--- config.mk ---
export PLATFORM = sky130hd
export DESIGN_NAME = siphash_cd_stream_core
export DESIGN_NICKNAME = d
export VERILOG_FILES = /design/src/hw/rtl/sip_pkg.sv /design/src/hw/rtl/sip_dpath.sv /design/src/hw/rtl/sip_ctrl.sv /design/src/hw/rtl/siphash_cd_stream_core.sv
export SDC_FILE = /design/constraint.sdc
export NUM_CORES = 2
export LEC_CHECK = 0
export BUFFER_PORTS_ARGS = -buffer_cell sky130_fd_sc_hd__buf_2
export CAP_MARGIN = 20
export CORE_MARGIN = 2
export CORE_UTILIZATION = 60
export CTS_CLUSTER_DIAMETER = 50
export DETAILED_ROUTE_END_ITERATION = 10
export GPL_ROUTABILITY_DRIVEN = 0
export GPL_TIMING_DRIVEN = 0
export PLACE_DENSITY_LB_ADDON = 0.08
export REMOVE_ABC_BUFFERS = 1
export SKIP_CTS_REPAIR_TIMING = 1
export SYNTH_ARGS = -nofsm -noshare
export SYNTH_HDL_FRONTEND = slang
export SYNTH_SLANG_ARGS = --single-unit
--- constraint.sdc ---
create_clock -name clock -period 9.5 [get_ports clock]
set_input_delay 1.9 -clock clock [delete_from_list [all_inputs] [get_ports clock]]
set_output_delay 1.9 -clock clock [all_outputs]
set_load 0.02 [all_outputs]
--- src/hw/rtl/sip_pkg.sv ---
// ----------------------------------------------------------------------------
// sip_pkg: shared types and constants for the SipHash stream core
// Holds the chain word type, the SipRound function, command codes passed from
// the controller to the datapath, and the register indexes of the CSR port.
// ----------------------------------------------------------------------------
package sip_pkg;

   localparam logic [63:0] IV0 = 64'h736f6d6570736575;
   localparam logic [63:0] IV1 = 64'h646f72616e646f6d;
   localparam logic [63:0] IV2 = 64'h6c7967656e657261;
   localparam logic [63:0] IV3 = 64'h7465646279746573;
   localparam logic [63:0] FIN_MARK = 64'h00000000000000ff;

   // CSR register indexes
   localparam logic [1:0] REG_KEY_LOW     = 2'd0;
   localparam logic [1:0] REG_KEY_HIGH    = 2'd1;
   localparam logic [1:0] REG_COMP_ROUNDS = 2'd2;
   localparam logic [1:0] REG_FIN_ROUNDS  = 2'd3;

   // Datapath operations
   localparam logic [2:0] OP_NONE       = 3'd0;
   localparam logic [2:0] OP_ACCEPT     = 3'd1;
   localparam logic [2:0] OP_ROUND      = 3'd2;
   localparam logic [2:0] OP_MIX        = 3'd3;
   localparam logic [2:0] OP_LOAD_FINAL = 3'd4;
   localparam logic [2:0] OP_FIN_XOR    = 3'd5;
   localparam logic [2:0] OP_OUT        = 3'd6;

   typedef struct packed {
      logic [63:0] v3;
      logic [63:0] v2;
      logic [63:0] v1;
      logic [63:0] v0;
   } chain_type;

   typedef struct packed {
      logic [2:0] op;
   } cmd_type;

   typedef struct packed {
      logic       word_done;
      logic       out_free;
      logic [7:0] compress_rounds;
      logic [7:0] finish_rounds;
   } status_type;

   function automatic logic [63:0] rotl(input logic [63:0] x, input logic [5:0] r);
      return (x << r) | (x >> (7'd64 - {1'b0, r}));
   endfunction

   function automatic chain_type sip_round(input chain_type v);
      logic [63:0] a;
      logic [63:0] b;
      logic [63:0] c;
      logic [63:0] d;
      chain_type   r;
      a = v.v0;
      b = v.v1;
      c = v.v2;
      d = v.v3;
      a = a + b; b = rotl(b, 6'd13); b = b ^ a; a = rotl(a, 6'd32);
      c = c + d; d = rotl(d, 6'd16); d = d ^ c;
      a = a + d; d = rotl(d, 6'd21); d = d ^ a;
      c = c + b; b = rotl(b, 6'd17); b = b ^ c; c = rotl(c, 6'd32);
      r.v0 = a;
      r.v1 = b;
      r.v2 = c;
      r.v3 = d;
      return r;
   endfunction

endpackage

--- src/hw/rtl/sip_dpath.sv ---
// ----------------------------------------------------------------------------
// sip_dpath: SipHash datapath
// Chain words, byte packing, length count, CSRs, the SipRound unit and the
// result register, all driven by the controller's command.
// ----------------------------------------------------------------------------
module sip_dpath (
   input  logic               clock,
   input  logic               reset,
   input  logic               csr_we,
   input  logic [1:0]         csr_index,
   input  logic [63:0]        csr_wdata,
   input  logic [7:0]         req_data_byte,
   input  logic               req_byte_present,
   input  sip_pkg::cmd_type    cmd,
   output sip_pkg::status_type status,
   output logic               rsp_tvalid,
   input  logic               rsp_tready,
   output logic [63:0]        rsp_tdata
);
   import sip_pkg::*;

   chain_type   chain_ff, chain_in, base, init;
   logic [63:0] m_ff, m_in;
   logic [55:0] pending_ff, pending_in, p_base;
   logic [2:0]  count_ff, count_in, c_base;
   logic [7:0]  len_ff, len_in, l_base;
   logic        open_ff, open_in;
   logic [63:0] key_low_ff, key_high_ff;
   logic [7:0]  compress_rounds_ff, finish_rounds_ff;
   logic [63:0] hash_ff, hash_in;
   logic        valid_ff, valid_in;
   logic [63:0] word_in, final_word;
   logic        word_done;

   always_comb begin
      init.v0 = key_low_ff ^ IV0;
      init.v1 = key_high_ff ^ IV1;
      init.v2 = key_low_ff ^ IV2;
      init.v3 = key_high_ff ^ IV3;
      base    = open_ff ? chain_ff : init;
      p_base  = open_ff ? pending_ff : '0;
      c_base  = open_ff ? count_ff : '0;
      l_base  = open_ff ? len_ff : '0;
      word_in = {req_data_byte, p_base};
      word_done  = req_byte_present && (c_base == 3'd7);
      final_word = {len_ff, pending_ff};
   end

   always_comb begin
      chain_in   = chain_ff;
      m_in       = m_ff;
      pending_in = pending_ff;
      count_in   = count_ff;
      len_in     = len_ff;
      open_in    = open_ff;
      hash_in    = hash_ff;
      valid_in   = valid_ff && !rsp_tready;
      case (cmd.op)
         OP_ACCEPT: begin
            chain_in   = base;
            pending_in = p_base;
            count_in   = c_base;
            len_in     = l_base;
            open_in    = 1'b1;
            if (req_byte_present) begin
               len_in = l_base + 8'd1;
               if (c_base == 3'd7) begin
                  chain_in.v3 = base.v3 ^ word_in;
                  m_in        = word_in;
                  pending_in  = '0;
                  count_in    = '0;
               end else begin
                  // free lanes above the count are zero, so overwrite the lane
                  for (int i = 0; i < 7; i++) begin
                     if (c_base == 3'(i)) pending_in[8*i +: 8] = req_data_byte;
                  end
                  count_in = c_base + 3'd1;
               end
            end
         end
         OP_ROUND: chain_in = sip_round(chain_ff);
         OP_MIX:   chain_in.v0 = chain_ff.v0 ^ m_ff;
         OP_LOAD_FINAL: begin
            chain_in.v3 = chain_ff.v3 ^ final_word;
            m_in        = final_word;
         end
         OP_FIN_XOR: begin
            chain_in.v0 = chain_ff.v0 ^ m_ff;
            chain_in.v2 = chain_ff.v2 ^ FIN_MARK;
         end
         OP_OUT: begin
            hash_in  = chain_ff.v0 ^ chain_ff.v1 ^ chain_ff.v2 ^ chain_ff.v3;
            valid_in = 1'b1;
            open_in  = 1'b0;
         end
         default: begin
         end
      endcase
   end

   always_ff @(posedge clock) begin
      chain_ff   <= chain_in;
      m_ff       <= m_in;
      pending_ff <= pending_in;
      count_ff   <= count_in;
      len_ff     <= len_in;
      hash_ff    <= hash_in;
      if (reset) begin
         open_ff            <= 1'b0;
         valid_ff           <= 1'b0;
         key_low_ff         <= '0;
         key_high_ff        <= '0;
         compress_rounds_ff <= 8'd2;
         finish_rounds_ff   <= 8'd4;
      end else begin
         open_ff  <= open_in;
         valid_ff <= valid_in;
         if (csr_we) begin
            case (csr_index)
               REG_KEY_LOW:     key_low_ff         <= csr_wdata;
               REG_KEY_HIGH:    key_high_ff        <= csr_wdata;
               REG_COMP_ROUNDS: compress_rounds_ff <= csr_wdata[7:0];
               REG_FIN_ROUNDS:  finish_rounds_ff   <= csr_wdata[7:0];
               default: begin
               end
            endcase
         end
      end
   end

   assign status.word_done       = word_done;
   assign status.out_free        = !valid_ff || rsp_tready;
   assign status.compress_rounds = compress_rounds_ff;
   assign status.finish_rounds   = finish_rounds_ff;
   assign rsp_tvalid             = valid_ff;
   assign rsp_tdata              = hash_ff;

endmodule

--- src/hw/rtl/sip_ctrl.sv ---
// ----------------------------------------------------------------------------
// sip_ctrl: SipHash sequencer
// Accepts beats, counts SipRounds and steps the datapath through compression,
// finalisation and result hand-off.
// ----------------------------------------------------------------------------
module sip_ctrl (
   input  logic                clock,
   input  logic                reset,
   input  logic                req_tvalid,
   output logic                req_tready,
   input  logic                req_tlast,
   input  sip_pkg::status_type status,
   output sip_pkg::cmd_type    cmd
);
   import sip_pkg::*;

   localparam logic [1:0] S_IDLE  = 2'd0;
   localparam logic [1:0] S_ROUND = 2'd1;
   localparam logic [1:0] S_LOADF = 2'd2;
   localparam logic [1:0] S_OUT   = 2'd3;

   localparam logic [1:0] PH_WORD = 2'd0;
   localparam logic [1:0] PH_FINW = 2'd1;
   localparam logic [1:0] PH_FIN  = 2'd2;

   logic [1:0] state_ff, state_in;
   logic [1:0] phase_ff, phase_in;
   logic [7:0] left_ff, left_in;
   logic       last_ff, last_in;

   always_comb begin
      state_in = state_ff;
      phase_in = phase_ff;
      left_in  = left_ff;
      last_in  = last_ff;
      cmd.op   = OP_NONE;
      case (state_ff)
         S_IDLE: begin
            if (req_tvalid) begin
               cmd.op  = OP_ACCEPT;
               last_in = req_tlast;
               if (status.word_done) begin
                  state_in = S_ROUND;
                  phase_in = PH_WORD;
                  left_in  = status.compress_rounds;
               end else if (req_tlast) begin
                  state_in = S_LOADF;
               end
            end
         end
         S_ROUND: begin
            if (left_ff == 8'd0) begin
               case (phase_ff)
                  PH_WORD: begin
                     cmd.op   = OP_MIX;
                     state_in = last_ff ? S_LOADF : S_IDLE;
                  end
                  PH_FINW: begin
                     cmd.op   = OP_FIN_XOR;
                     phase_in = PH_FIN;
                     left_in  = status.finish_rounds;
                  end
                  PH_FIN: state_in = S_OUT;
                  default: state_in = S_IDLE;
               endcase
            end else begin
               cmd.op  = OP_ROUND;
               left_in = left_ff - 8'd1;
            end
         end
         S_LOADF: begin
            cmd.op   = OP_LOAD_FINAL;
            state_in = S_ROUND;
            phase_in = PH_FINW;
            left_in  = status.compress_rounds;
         end
         S_OUT: begin
            if (status.out_free) begin
               cmd.op   = OP_OUT;
               state_in = S_IDLE;
            end
         end
         default: state_in = S_IDLE;
      endcase
   end

   always_ff @(posedge clock) begin
      if (reset) begin
         state_ff <= S_IDLE;
         phase_ff <= PH_WORD;
         left_ff  <= '0;
         last_ff  <= 1'b0;
      end else begin
         state_ff <= state_in;
         phase_ff <= phase_in;
         left_ff  <= left_in;
         last_ff  <= last_in;
      end
   end

   assign req_tready = (state_ff == S_IDLE);

endmodule

--- src/hw/rtl/siphash_cd_stream_core.sv ---
// ----------------------------------------------------------------------------
// siphash_cd_stream_core: keyed SipHash-c-d over a byte stream
// Bytes stream in one beat at a time; a beat with tlast closes the message and
// yields one 64-bit hash beat on the response side.
// ----------------------------------------------------------------------------
//
//  channel   dir  handshake               payload
//  req       in   req_tvalid/req_tready   tdata[7:0] data_byte, tuser byte_present,
//                                         tlast end_of_message
//  rsp       out  rsp_tvalid/rsp_tready   tdata[63:0] hash_value
//  csr       in   csr_we                  csr_index, csr_wdata (write only)
//
//  Ready: a plain byte beat leaves req_tready high; a beat completing an
//  8-byte word drops it through c SipRounds and the mix; a tlast beat drops
//  it through the final load, c + d rounds and the hand-off (longer if it
//  completes a word too), paced by the single SipRound unit, one round per cycle.
//  Reset: synchronous, active high; key 0, c = 2, d = 4, no message open.
//  Stalls: a waiting hash sits in the output register while new bytes are
//  taken; only a second hash ready before the first is taken holds the block.
//
module siphash_cd_stream_core (
   input  logic        clock,
   input  logic        reset,
   input  logic        csr_we,
   input  logic [1:0]  csr_index,
   input  logic [63:0] csr_wdata,
   input  logic        req_tvalid,
   output logic        req_tready,
   input  logic [7:0]  req_tdata,   // [7:0] data_byte
   input  logic        req_tuser,   // [0] byte_present
   input  logic        req_tlast,   // end_of_message
   output logic        rsp_tvalid,
   input  logic        rsp_tready,
   output logic [63:0] rsp_tdata    // [63:0] hash_value
);
   import sip_pkg::*;

   cmd_type    cmd;
   status_type status;

   // sequencer: owns the handshake on the request side and the round count
   sip_ctrl u_ctrl (
      .clock      (clock),
      .reset      (reset),
      .req_tvalid (req_tvalid),
      .req_tready (req_tready),
      .req_tlast  (req_tlast),
      .status     (status),
      .cmd        (cmd)
   );

   // datapath: chain words, byte packing, CSRs and the result register
   sip_dpath u_dpath (
      .clock            (clock),
      .reset            (reset),
      .csr_we           (csr_we),
      .csr_index        (csr_index),
      .csr_wdata        (csr_wdata),
      .req_data_byte    (req_tdata),
      .req_byte_present (req_tuser),
      .cmd              (cmd),
      .status           (status),
      .rsp_tvalid       (rsp_tvalid),
      .rsp_tready       (rsp_tready),
      .rsp_tdata        (rsp_tdata)
   );

endmodule

## Yosys cells after proc, flatten, opt, wreduce, memory -nomap -nowiden

Cells that the tools add are included.
Widths: inputs -> output; s select.

- Register bits: 610
- Input port bits: 81
- Output and inout port bits: 66
- Word-level logic and storage cells: 162

- Add/subtract/negate cells: 7
- Equality and inequality tests: 32
- Muxes and demuxes: 50
- Bitwise logic cells: 22
- Reduce and logical (&&, ||, !) cells: 31

Operator list:

| kind | count |
|---|---|
| $xor 64x64->64 | 10 |
| $pmux 64 s3 | 3 |
| $add 64x64->64 | 4 |
| $mux 256 | 1 |
| $mux 64 | 4 |
| $pmux 64 s2 | 2 |
| $mux 56 | 3 |
| $or 64x32->64 | 2 |
| $mux 8 | 13 |
| $or 64x13->64 | 1 |
| $or 64x16->64 | 1 |
| $or 64x17->64 | 1 |
| $or 64x21->64 | 1 |
| $not 37->37 | 1 |
| $not 35->35 | 1 |
| $not 34->34 | 1 |
| $not 32->32 | 1 |
| $pmux 8 s3 | 1 |
| $eq 3x3->1 const B | 7 |
| $mux 2 | 10 |
| $reduce_and 2->1 | 8 |
| $mux 3 | 5 |
| $eq 3x2->1 const B | 4 |
| $ne 2x2->1 const B | 6 |
| 29 further kinds | 51 |

## Logic depth before layout (Yosys ltp)

- Depth in word-level cells: 8
- Gate-level depth with buffers: 32
- Depth with buffers taken out: 32

## Modules after synthesis

Synthesis repeated with hierarchy kept, for this count alone.

- Cells, all modules: 5090
- Area total of the unflattened synthesis: 45543.7 sq um

By module, submodules not included:

| module | instances | cells an instance | area an instance (sq um) | seq. area each (sq um) |
|---|---|---|---|---|
| sip_dpath | 1 | 4961 | 44500.2 | 16465.8 |
| sip_ctrl | 1 | 129 | 1043.5 | 260.2 |

## Worst setup path after synthesis

OpenSTA, ideal clock, no wires.

- Kind: input -> register
- From: input port req_tvalid
- To: register u_dpath.chain_ff[0] in the netlist's numbering, enable pin
- Library setup time: 0.507 ns
- Data arrival time: 6.984 ns
- Required time: 8.993 ns
- Setup slack: 2.009 ns
- Cell stages on the path: 6
- Buffers on the path: 0
- Cells stage by stage: nand2_1 inv_1 nor2_1 nor2_1 a21oi_1 a21oi_1

- Word-level cells in the longest chain between the ends: 6
- Elaborated cells on any way between the ends: 10
- Classes of those cells: eq/ne (5); mux (2); reduce/logical (3)

RTL lines:

| item | RTL line | text |
|---|---|---|
| start, declared | siphash_cd_stream_core.sv:27 | `input logic req_tvalid,` |
| $mux 1 (*) | sip_ctrl.sv:39 | `if (req_tvalid) begin` |
| $pmux 3 s4 (*) | sip_ctrl.sv:37 | `case (state_ff)` |
| $eq 3x2->1 or $eq 3x3->1 (tied branches) | sip_dpath.sv:58 | `case (cmd.op)` |
| $reduce_or 2->1 (no line) | -- |  |
| $reduce_bool 3->1 (no line) | -- |  |
| $reduce_and 2->1 (no line) (*) | -- |  |
| end signal, assigned | sip_dpath.sv:102 | `chain_ff <= chain_in;` |
| end, declared | sip_dpath.sv:22 | `chain_type chain_ff, chain_in, base, init;` |

Every way passes the cells marked *; elsewhere a longest branch is shown, timed or not.
A chain may end at the register's enable or synchronous reset.

==> impl_metrics.env <==
export IMPL_relSlewSlack_pct=4.45
export IMPL_cp_required_ns=9.87
export IMPL_wl_per_cell_um=32.9
export IMPL_finalHoldViolations=0
export IMPL_die_height_um=278
export IMPL_drc=1
export IMPL_drt_wl_total_um=196000
export IMPL_drv_slew=0
export IMPL_worst_path_buf_inv=1
export IMPL_drive_gt1_share_pct=8.61
export IMPL_std_cell_rows=100
export IMPL_port_buffers=146
export IMPL_critPathArrivalTime_ns=10.22
export IMPL_cts_made_buffers=81
export IMPL_hp_class="reg -> reg"
export IMPL_boundaryPins=147
export IMPL_die_width_um=278
export IMPL_start_util_pct=60.6
export IMPL_cts_tree="built"
export IMPL_yosysUniqueCellTypes=94
export IMPL_drt_first_pass_iters=11
export IMPL_coreArea_um2=74300
export IMPL_nNetsFinal=5276
export IMPL_grt_pass1_vias=38100
export IMPL_clock_path_buffers=3
export IMPL_via_count=42600
export IMPL_antenna_left=0
export IMPL_synth_edf_count=451
export IMPL_die_area_um2=77200
export IMPL_yosysSeqAreaShare_pct=37.2
export IMPL_finalInstanceArea_um2=50100
export IMPL_final_util_pct=67.4
export IMPL_synthFlopType="edfxtp_1"
export IMPL_finalSetupViolCount=19
export IMPL_cp_end_kind="flop"
export IMPL_critical_path_top_delay_family="compound AO/OA/AOI/OAI gates"
export IMPL_post_dp_hpwl_um=153000
export IMPL_period_share_pct=104
export IMPL_crit_path_start_kind="flop"
export IMPL_yosysWarningCount=0
export IMPL_cp_slowest_cell="xnor2_1"
export IMPL_preCtsSetupSlack_ns=-1.48
export IMPL_drv_cap=0
export IMPL_grt_antenna_before_repair=9
export IMPL_status="finished, violations left"
export IMPL_ys_seq_elements=610
export IMPL_avgSynthCellArea_um2=9.15
export IMPL_critPathMaxFanout=5
export IMPL_grt_pass1_wl_um=273000
export IMPL_fillCellCount=6180
export IMPL_cts_root_buf="clkbuf_16"
export IMPL_worst_pin_slew_ns=1.42
export IMPL_cp_slowest_stage_delay_ns=0.69
export IMPL_htree_levels=3
export IMPL_fmax_mhz=102
export IMPL_overflow=0
export IMPL_fin_skew_ns=0.0369
export IMPL_drt_iter0_markers=7658
export IMPL_via_per_inst=7.15
export IMPL_clock_sinks=610
export IMPL_syn2layout_area_growth_pct=11.2
export IMPL_layout_min_cycle_time_ns=9.85
export IMPL_final_common_cell="nand2_1"
export IMPL_grt_max_degree=91
export IMPL_critPathKind="reg -> reg"
export IMPL_clk_pin_slew_ns=0.06
export IMPL_async_reset_ff_share_pct=0
export IMPL_grt_usage_pct=49.4
export IMPL_postLayoutSetupSlackWorst_ns=-0.350
export IMPL_final_cell_mix="nand2_1 (702), xnor2_1 (495), a21oi_1 (477), edfxtp_1 (451), xor2_1 (311)"
export IMPL_clk_latency_ns=0.67
export IMPL_dpl_instance_area_um2=46900
export IMPL_syn_cell_area_um2=45000
export IMPL_violations="design-rule violations, negative setup slack"
export IMPL_synth_cells=4918
export IMPL_multi_input_area_um2=27200
export IMPL_regArea_um2=16700
registers in the layout (all words and copies together), names as in the netlist:
signal / cells
u_dpath.chain_ff: 256
u_dpath.key_high_ff: 64
u_dpath.key_low_ff: 64
u_ctrl.phase_ff: 2
u_dpath.count_ff: 3
u_dpath.rsp_tdata: 64
u_ctrl.left_ff: 8
u_dpath.open_ff: 1
u_dpath.rsp_tvalid: 1
u_ctrl.last_ff: 1
u_dpath.finish_rounds_ff: 8
u_dpath.len_ff: 8
u_dpath.pending_ff: 56
u_dpath.m_ff: 64
u_dpath.compress_rounds_ff: 8
u_ctrl.state_ff: 2
path summary, 6_finish.rpt:
check | startpoint | end | slack [ns] | cells after the start
setup reg to reg | u_dpath.chain_ff[67]$_DFFE_PP_ | u_dpath.chain_ff[251]$_DFFE_PP_ | -0.35 | 28
hold reg to reg | u_dpath.finish_rounds_ff[7]$_SDFFE_PP0P_ | u_dpath.finish_rounds_ff[7]$_SDFFE_PP0P_ | 0.45 | 2
hold / removal | u_dpath.finish_rounds_ff[7]$_SDFFE_PP0P_ | u_dpath.finish_rounds_ff[7]$_SDFFE_PP0P_ | 0.45 | 2
setup / recovery | u_dpath.chain_ff[67]$_DFFE_PP_ | u_dpath.chain_ff[251]$_DFFE_PP_ | -0.35 | 28
per-stage QoR:
stage | std cells | TNS, ns | hold slack (ns)
floorplan | 4637 | -480.44 | 0.425
global placement | 5752 | -5375.68 | 0.441
detailed placement | 5797 | -56.67 | 0.446
CTS | 5947 | -60.05 | 0.456
global route | 5963 | -0.673 | 0.474
finish | 5965 | -2.75 | 0.454
synthesized netlist by cell type (28+ instances only):
library cell / n / area share [%]
and3_1: 28 / 0.39
ha_1: 264 / 7.3
and2_1: 81 / 1.1
inv_1: 91 / 0.76
o21a_1: 34 / 0.57
edfxtp_1: 451 / 30
xnor2_1: 498 / 9.7
o221ai_1: 91 / 1.8
nand2b_1: 32 / 0.44
nand3_1: 147 / 1.6
a21o_1: 133 / 2.2
a211oi_1: 34 / 0.57
o21ai_0: 220 / 2.4
nand4_1: 41 / 0.57
nor2b_1: 37 / 0.51
clkbuf_1: 245 / 2.0
nand2_1: 708 / 5.9
nor2_1: 212 / 1.8
a21oi_1: 483 / 5.4
a31oi_1: 33 / 0.46
xor2_1: 313 / 6.1
mux2i_1: 39 / 0.87
nor3_1: 34 / 0.38
or3_1: 29 / 0.40
nand3b_1: 36 / 0.60
dfxtp_1: 159 / 7.1
o21bai_1: 46 / 0.77
layout make-up:
type                            instances  area share (%)
Multi-Input combinational cell       3936            54.3
Sequential cell                       610            33.4
Clock buffer                          111            4.57
Timing Repair Buffer                  207            3.49
Tap cell                              969            2.42
Clock inverter                         39            1.10
Inverter                               91           0.692
Antenna cell                            2          0.0100
logic make-up after synthesis:
family	Yosys count	share of synthesized area, %
AOI/OAI and AO/OA	1349	19.5
DFF	610	37.2
adders and majority gates	268	7.52
buffers and inverters	372	3.14
xor gates and xnor gates	837	17.1
and+or+nand+nor	1442	14.7
muxes	40	0.892
layer usage:
| layer | wire length [um] | GRT usage, % | vias to the layer above |
|---|---|---|---|
| li1 | - | - | 17800 |
| met1 | 67900 | 61.2 | 20200 |
| met2 | 76500 | 67.0 | 3684 |
| met3 | 32800 | 22.1 | 961 |
| met4 | 18800 | 37.2 | 20 |
| met5 | 250 | 1.00 | - |
worst min-delay path: stages (launching register included):
cell,delay (ns)
dfxtp_1,0.31
nand2_1,0.05
a21oi_1,0.05
Power is not shown: default switching activity piles up to over one toggle a cycle in this logic, so the estimate is an artifact.
